### src/hdl/ptn_pkg.sv
// Package: shared types, codes and constants of the tile neighbour core.
`timescale 1ns / 1ps

package ptn_pkg;

  // Field widths
  localparam int unsigned IdW    = 32;
  localparam int unsigned KindW  = 3;
  localparam int unsigned LevelW = 4;
  localparam int unsigned XW     = 16;
  localparam int unsigned YW     = 15;

  // Deepest level an id may carry
  localparam int unsigned MaxLevel = 15;

  // Level marker for level zero sits at bit 16
  localparam logic [IdW-1:0] MarkerBase = 32'h0001_0000;

  // Direction codes
  typedef enum logic [KindW-1:0] {
    KIND_DECODE = 3'd0,
    KIND_WEST   = 3'd1,
    KIND_EAST   = 3'd2,
    KIND_SOUTH  = 3'd3,
    KIND_NORTH  = 3'd4
  } kind_t;

  // Decoded view of one tile id, passed from decoder to stepper
  typedef struct packed {
    logic              ok;
    logic [LevelW-1:0] lvl;
    logic [IdW-1:0]    marker;
    logic [XW-1:0]     x;
    logic [YW-1:0]     y;
  } ptn_dec_t;

endpackage

### src/hdl/ptn_decode.sv
// Tile id decoder: level search, validity check and Morton deinterleave.
`timescale 1ns / 1ps

module ptn_decode (
  input  logic [ptn_pkg::IdW-1:0] tile_id,
  output ptn_pkg::ptn_dec_t       dec
);
  import ptn_pkg::*;

  logic [15:0]       top;
  logic [LevelW-1:0] lvl;
  logic [IdW-1:0]    marker;
  logic [IdW-1:0]    morton;
  logic [IdW-1:0]    excess;
  logic              ok;
  logic [XW-1:0]     x_raw;
  logic [YW-1:0]     y_raw;

  assign top = tile_id[31:16];

  // Level: index of the highest set bit of the top half, 0 when top is 0 or 1
  always_comb begin
    lvl = '0;
    for (int i = 1; i < 16; i++) begin
      if (top[i]) begin
        lvl = LevelW'(i);
      end
    end
  end

  // Strip the marker and check that nothing sits above bit 2*level
  assign marker = MarkerBase << lvl;
  assign morton = tile_id & ~marker;
  assign excess = morton >> {lvl, 1'b1};
  assign ok     = (|top) && (lvl <= LevelW'(MaxLevel)) && (excess == '0);

  // Deinterleave: x on even bits, y on odd bits
  always_comb begin
    for (int i = 0; i < XW; i++) begin
      x_raw[i] = morton[2*i];
    end
    for (int i = 0; i < YW; i++) begin
      y_raw[i] = morton[2*i+1];
    end
  end

  assign dec.ok     = ok;
  assign dec.lvl    = lvl;
  assign dec.marker = marker;
  assign dec.x      = ok ? x_raw : '0;
  assign dec.y      = ok ? y_raw : '0;

endmodule

### src/hdl/ptn_step.sv
// Neighbour stepper: wrapped grid step and Morton reinterleave.
`timescale 1ns / 1ps

module ptn_step (
  input  ptn_pkg::ptn_dec_t         dec,
  input  logic [ptn_pkg::KindW-1:0] kind,
  output logic [ptn_pkg::IdW-1:0]   neighbour_id
);
  import ptn_pkg::*;

  logic [XW-1:0]  xmask;
  logic [YW-1:0]  ymask;
  logic [XW-1:0]  nx;
  logic [YW-1:0]  ny;
  logic [IdW-1:0] joined;

  // x keeps level+1 bits, y keeps level bits
  assign xmask = ~({XW{1'b1}} << ({1'b0, dec.lvl} + 5'd1));
  assign ymask = ~({YW{1'b1}} << dec.lvl);

  // One step in the requested direction; unused codes decode only
  always_comb begin
    nx = dec.x;
    ny = dec.y;
    unique case (kind)
      KIND_WEST:  nx = (dec.x - XW'(1)) & xmask;
      KIND_EAST:  nx = (dec.x + XW'(1)) & xmask;
      KIND_SOUTH: ny = (dec.y - YW'(1)) & ymask;
      KIND_NORTH: ny = (dec.y + YW'(1)) & ymask;
      default: ;
    endcase
  end

  // Reinterleave; bit 31 is never a Morton bit
  always_comb begin
    joined = '0;
    for (int i = 0; i < XW; i++) begin
      joined[2*i] = nx[i];
    end
    for (int i = 0; i < YW; i++) begin
      joined[2*i+1] = ny[i];
    end
  end

  assign neighbour_id = dec.ok ? (joined | dec.marker) : '0;

endmodule

### src/hdl/packed_tile_neighbour_core.sv
// Top level of the packed tile neighbour core.
//
// Usage:
//   Input: drive in_tile_id and in_kind with start high; the transaction is
//   taken at the rising edge where start is high and busy is low. busy is
//   always low, so a new tile id may be issued on every cycle.
//   Output: each transaction yields one result, shown for exactly one cycle
//   with out_valid high: neighbour id, decoded level, x/y grid index of the
//   input tile and the id_ok flag. Invalid ids give a zero neighbour and
//   zero grid indices while the level is still reported.
//   Pipeline: a taken transaction is held in the input register, and its
//   result is shown from the result register. Throughput is one transaction
//   per cycle, set by the input register and result register with one pass
//   of decode and step logic between them.
//   Reset: synchronous, active low on rst_n; it clears the pipeline valid
//   flags, so no result is shown until a new transaction is taken.
//   The receiver has no way to stall: a result not taken in its cycle is gone.
`timescale 1ns / 1ps

module packed_tile_neighbour_core (
  input  logic                        clk,
  input  logic                        rst_n,
  input  logic                        start,
  output logic                        busy,
  input  logic [ptn_pkg::IdW-1:0]     in_tile_id,
  input  logic [ptn_pkg::KindW-1:0]   in_kind,
  output logic                        out_valid,
  output logic [ptn_pkg::IdW-1:0]     out_neighbour_id,
  output logic [ptn_pkg::LevelW-1:0]  out_tile_level,
  output logic [ptn_pkg::XW-1:0]      out_grid_x,
  output logic [ptn_pkg::YW-1:0]      out_grid_y,
  output logic                        out_id_ok
);
  import ptn_pkg::*;

  logic              in_vld_r;
  logic [IdW-1:0]    id_r;
  logic [KindW-1:0]  kind_r;
  ptn_dec_t          dec;
  logic [IdW-1:0]    nbr;
  logic              out_vld_r;
  logic [IdW-1:0]    nbr_r;
  logic [LevelW-1:0] lvl_r;
  logic [XW-1:0]     x_r;
  logic [YW-1:0]     y_r;
  logic              ok_r;

  // Never stalls the sender
  assign busy = 1'b0;

  // Input register
  always_ff @(posedge clk) begin
    if (!rst_n) begin
      in_vld_r <= 1'b0;
    end else begin
      in_vld_r <= start && !busy;
    end
  end

  always_ff @(posedge clk) begin
    if (start && !busy) begin
      id_r   <= in_tile_id;
      kind_r <= in_kind;
    end
  end

  // Decode and step
  ptn_decode u_decode (
    .tile_id (id_r),
    .dec     (dec)
  );

  ptn_step u_step (
    .dec          (dec),
    .kind         (kind_r),
    .neighbour_id (nbr)
  );

  // Result register
  always_ff @(posedge clk) begin
    if (!rst_n) begin
      out_vld_r <= 1'b0;
    end else begin
      out_vld_r <= in_vld_r;
    end
  end

  always_ff @(posedge clk) begin
    if (in_vld_r) begin
      nbr_r <= nbr;
      lvl_r <= dec.lvl;
      x_r   <= dec.x;
      y_r   <= dec.y;
      ok_r  <= dec.ok;
    end
  end

  assign out_valid        = out_vld_r;
  assign out_neighbour_id = nbr_r;
  assign out_tile_level   = lvl_r;
  assign out_grid_x       = x_r;
  assign out_grid_y       = y_r;
  assign out_id_ok        = ok_r;

`ifndef SYNTHESIS
  // Every transaction in the input stage reaches the result in the next cycle
  a_stage_follow: assert property (@(posedge clk) disable iff (!rst_n)
    in_vld_r |=> out_valid)
    else $error("result strobe missing after input stage");

  // Invalid ids produce an all-zero neighbour and grid index
  a_invalid_zero: assert property (@(posedge clk) disable iff (!rst_n)
    (out_valid && !out_id_ok) |->
      (out_neighbour_id == '0 && out_grid_x == '0 && out_grid_y == '0))
    else $error("invalid id gave nonzero result");

  // A valid neighbour carries the marker of the same level as its top bit
  a_marker_kept: assert property (@(posedge clk) disable iff (!rst_n)
    (out_valid && out_id_ok) |->
      ((out_neighbour_id >> ({1'b0, out_tile_level} + 5'd16)) == 32'd1))
    else $error("neighbour lost its level marker");

  // Grid indices stay inside the level's width
  a_grid_range: assert property (@(posedge clk) disable iff (!rst_n)
    (out_valid && out_id_ok) |->
      ((out_grid_x >> ({1'b0, out_tile_level} + 5'd1)) == '0 &&
       (out_grid_y >> out_tile_level) == '0))
    else $error("grid index wider than level allows");
`endif

endmodule

### config.mk
export PLATFORM = sky130hd
export DESIGN_NAME = packed_tile_neighbour_core
export DESIGN_NICKNAME = d
export VERILOG_FILES = /design/src/hdl/ptn_pkg.sv /design/src/hdl/ptn_decode.sv /design/src/hdl/ptn_step.sv /design/src/hdl/packed_tile_neighbour_core.sv
export SDC_FILE = /design/constraint.sdc
export NUM_CORES = 1
export LEC_CHECK = 0
export BUFFER_PORTS_ARGS = -buffer_cell sky130_fd_sc_hd__buf_2
export CORE_MARGIN = 5
export CORE_UTILIZATION = 47
export DETAILED_ROUTE_END_ITERATION = 16
export PLACE_DENSITY = 0.74
export REMOVE_ABC_BUFFERS = 1
export SYNTH_ARGS = -nofsm -noshare
export SYNTH_HDL_FRONTEND = slang
export SYNTH_SLANG_ARGS = --single-unit
### constraint.sdc
create_clock -name clk -period 6.7 [get_ports clk]
set_clock_uncertainty 0.05 [all_clocks]
set_input_delay 0 -clock clk [delete_from_list [all_inputs] [get_ports clk]]
set_output_delay 0 -clock clk [all_outputs]
set_load 0.02 [all_outputs]
; ---- Yosys cells after proc, flatten, opt, wreduce, memory -nomap -nowiden
; Index checks and enable logic that the tools add are counted.
[totals]
n_memories = 0
ram_bits = 0
word_cells = 55
output_inout_bits = 70
reg_bits = 105
latchBits = 0
mem_bits_ro = 0
in_bits = 38
[op_classes]
div_mod_pow = 0
n_eq_ne = 4
order_cmp = 1
shifts = 4
reduce_logical = 4
addsub = 5
n_mux = 19
multipliers = 0
bitwise_logic = 9
[op_table]
columns = op, n
row1 = $and 16x16->16, 2
row2 = $and 32x32->32, 1
row3 = $logic_not 32->1, 1
row4 = $mux 4, 8
row5 = $not 32->32, 1
row6 = $or 31x32->32, 1
row7 = $pmux 16 s2, 1
row8 = $shl 17x4->32 const A, 1
row9 = $shr 32x5->32, 1
row10 = $and 15x15->15, 2
row11 = $pmux 15 s2, 1
row12 = $add 16x1->16 const B, 1
row13 = $mux 16, 1
row14 = $not 16->16, 1
row15 = $reduce_or 16->1, 1
row16 = $shl 16x5->16 const A, 1
row17 = $sub 16x1->16 const B, 1
row18 = $add 15x1->15 const B, 1
row19 = $mux 15, 1
row20 = $not 15->15, 1
row21 = $shl 15x4->15 const A, 1
row22 = $sub 15x1->15 const B, 1
row23 = $mux 3, 4
row24 = $eq 3x2->1 const B, 2
row25 = other kinds (7), 9

; ---- Logic depth before layout (Yosys ltp)
[logic_depth]
ltp_word = 26
depth_mapped = 29
ltp_nobuf = 26

; ---- Modules after synthesis
; From an unflattened synthesis, not the netlist that was laid out.
[unflattened]
cells_unflattened = 669
hier_area_um2 = 6790.3
[modules_own_cells]
columns = module, n_inst, area_each_um2, cells_each
row1 = packed_tile_neighbour_core, 1, 3156.8, 109
row2 = ptn_step, 1, 2267.2, 334
row3 = ptn_decode, 1, 1366.3, 226

; ---- Least setup slack after synthesis
; OpenSTA, ideal clock, no wires.
[synth_path]
path_type = reg-to-reg
startpoint = register id_r[27]
endpoint = register nbr_r[24] (netlist: out_neighbour_id[24]) (data pin)
stages_incl_launch_ff = 29
setup_slack_ps = -146
required_ps = 6396
arrival_time_ps = 6542
n_path_buf = 2
path_cell_list = edfxtp_1 or3b_2 a311oi_1 a21oi_2 inv_4 ha_1 inv_1 o41ai_1 a221oi_1 a211oi_2 nand2_1 a221oi_1 nor4b_4 clkbuf_1 clkbuf_1 and3_1 ha_1 a21o_1 a21oi_1 o21bai_1 a21oi_1 o21bai_1 a21oi_1 o21bai_1 a2111oi_0 nor2_1 xnor2_1 nor3_1 o21a_1
[synth_lines]
columns = element, line_no
row1 = "start, declared", packed_tile_neighbour_core.sv:37  ; logic [IdW-1:0] id_r;
row2 = "start signal, assigned", packed_tile_neighbour_core.sv:62  ; id_r <= in_tile_id;
row3 = "end signal, assigned", packed_tile_neighbour_core.sv:90  ; nbr_r <= nbr;
row4 = "end, declared", packed_tile_neighbour_core.sv:42  ; logic [IdW-1:0] nbr_r;

==> out/qor.yml <==
yosys_warnings: 0
crit_buf_inv: 5
vias: 5821
min_path_type: "input port to register"
antenna_found_initial: 0
rsz0062_at_grt: "no"
wl_met3_um: 1570
ys_ff_latch: 105
cts_buffers: 9
antennaDiodeCount: 0
vias_per_cell: 5.90
slowest_stage: "or3b_2"
wirelength_um: 20400
leakage_nw: 3.31
synth-async-reset-ratio_pct: 0
antenna_left: 0
yosysMostFrequentCell: "edfxtp_1"
clk_pin_slew_ns: 0.07
grt_overflow_total: 0
p_per_area_nw_per_um2: 261
grtUsageTotal_pct: 25.5
ys_top_cells_by_area: "edfxtp_1 49%, ha_1 7.1%, a21oi_1 3.8%, nor2_1 3.7%, nand2_1 2.9%"
top_layer: "met4"
hold_depth: 1
clockRootBuffer: "clkbuf_16"
rows: 42
grt_max_degree: 62
ys_types: 81
whs_ns: 0.277
drc: 0
synth_area_leader_cell: "edfxtp_1"
outcome: "finished clean"
critPathMostFrequentCell: "buf_4"
max-slew-margin-rel_pct: 40.4
min_period_over_period_pct: 94.2
netlist_instances: 598
syn_to_final_growth_pct: 29.8
cts.path.max_buffers: 2
final_area_um2: 8260
wl_per_cell_um: 20.7
crit_type: "register to register"
ys_top_cells_by_count: "103 x edfxtp_1, 63 x nor2_1, 50 x nand2_1"
firstDrtPassIters: 5
yosysSeqAreaShare_pct: 49.2
cts.htree.levels: 3
cp.required_ns: 6.76
numPortBuffers: 106
core_region_area_um2: 13200
drv_slew: 0
cts_tree: "built"
cp_slowest_stage_delay_ns: 0.53
synth-edff-count: 103
gp_congestion: 0.957
die_y_um: 126
dpl_cell_area_um2: 7490
drive_gt1_share_pct: 29.5
postSynthAreaPerCell_um2: 10.6
final-setup-viol-count: 0
tightest_slew_ns: 0.894
min_period_ns: 6.31
hpwl_um: 15300
cp.depth: 28
start_kind: "register"
hold_viol: 0
grt_pass1_wl_um: 31900
synth_ff_type: "edfxtp_1"
synth_top_area_share_pct: 48.6
fmax_ghz: 0.158
drt-met1-wl_um: 8490
grt_pass1_vias: 5755
io_pins: 108
end_kind: "register"
drv_cap: 0
reg2reg_depth: 28
die-width_um: 126
r2r_slack_ns: 0.39
synth_area_um2: 6360
arrival_ns: 6.37
clk_latency_ns: 0.36
critPathMaxFanout: 14
dieArea_um2: 16000
fin_nets: 882
peakVddDrop_mv: 0.157
numClockSinks: 105
route.met2.wl_um: 9830
start_util_pct: 48.1
critical_path.top_delay_family: "compound AO/OA/AOI/OAI gates"
drt_iter0_markers: 537
[cell type report]
| cell class | count | area, µm² |
|---|---|---|
| inverters | 22 | 85.1 |
| well taps | 176 | 220 |
| fillers | 1088 | 4980 |
| clock buffers | 9 | 225 |
| clock inverters | 7 | 55.1 |
| repair buffers | 219 | 1470 |
| flip-flops and latches | 105 | 3130 |
| multi-input cells | 449 | 3070 |
[layer usage]
layer	track usage, %	up-vias
met4	8.20	0
met3	4.92	40
li1	-	2706
met2	42.6	308
met5	0	-
met1	33.6	2767
[cells by family after synthesis]
group           count (synthesis)  synth area share [%]
compound gates                164                  17.9
other cells                     1                0.0589
flops                         105                  49.2
simple gates                  217                  17.0
xor+xnor                       24                  3.30
buf+inv                        44                  3.91
fa+ha+maj                      38                  7.71
mux                             5                 0.826
[worst reg2reg max path, delay by kind of cell (launching register included)]
family	cells	cell delay [ns]
fa+ha+maj	2	0.72
compound gates	16	2.89
flops	1	0.45
buf+inv	5	0.87
xor+xnor	1	0.18
simple gates	4	0.91
[worst paths after layout]
path                                from              endpoint
worst max-delay path            id_r[27]  out_neighbour_id[29]
worst min-delay path               start              id_r[13]
worst min register to register  in_vld_r  out_neighbour_id[29]
worst max register to register  id_r[27]  out_neighbour_id[29]
[what timing repair did]
action | CTS | global route
buffers inserted | 0 | 6
hold endpoints to repair | 37 | 0
hold buffers | 36 | 0
resized for setup | 0 | 19
endpoints found under the setup margin | 0 | 6
[power by group]
group	total [mW]	internal, mW	leakage, nW	switching [mW]
combinational	0.817	0.342	2.23	0.475
clock	0.498	0.255	0.126	0.243
sequential	0.837	0.801	0.954	0.0364
[state kept, by name, indices dropped and copies added, names as in the netlist]
register / count
out_valid: 1
id_r: 32
out_grid_y: 15
kind_r: 3
in_vld_r: 1
out_grid_x: 16
out_tile_level: 4
out_neighbour_id: 32
out_id_ok: 1
[layout by cell type (no fill, tap or decap), drive strengths merged, types with 6 or more instances in the layout]
master         n
xor2          11
ha            36
dlygate4sd3   36
and3          19
a31oi          6
nor4           9
edfxtp       103
a211oi         9
a21o           6
clkbuf         9
o21a           7
nor3          15
a21oi         49
xnor2         13
nand4          8
o21ai         22
inv           24
o21bai         8
nand3         18
o211ai         9
nor2          64
nand2         50
buf          183
[stage by stage]
stage	instances	worst slack (ns)	setup TNS [ns]	utilization (%)	total power, mW
after floorplan	576	-0.399	-0.882	-	1.33
after global placement	929	0.203	0	56.5	1.60
after detailed placement	929	0.185	0	56.5	1.62
after CTS	981	0.150	0	61.4	2.13
after global routing	987	0.00259	0	62.4	2.27
final	987	0.387	0	62.4	2.15
Power figures use the tool's default switching activity.
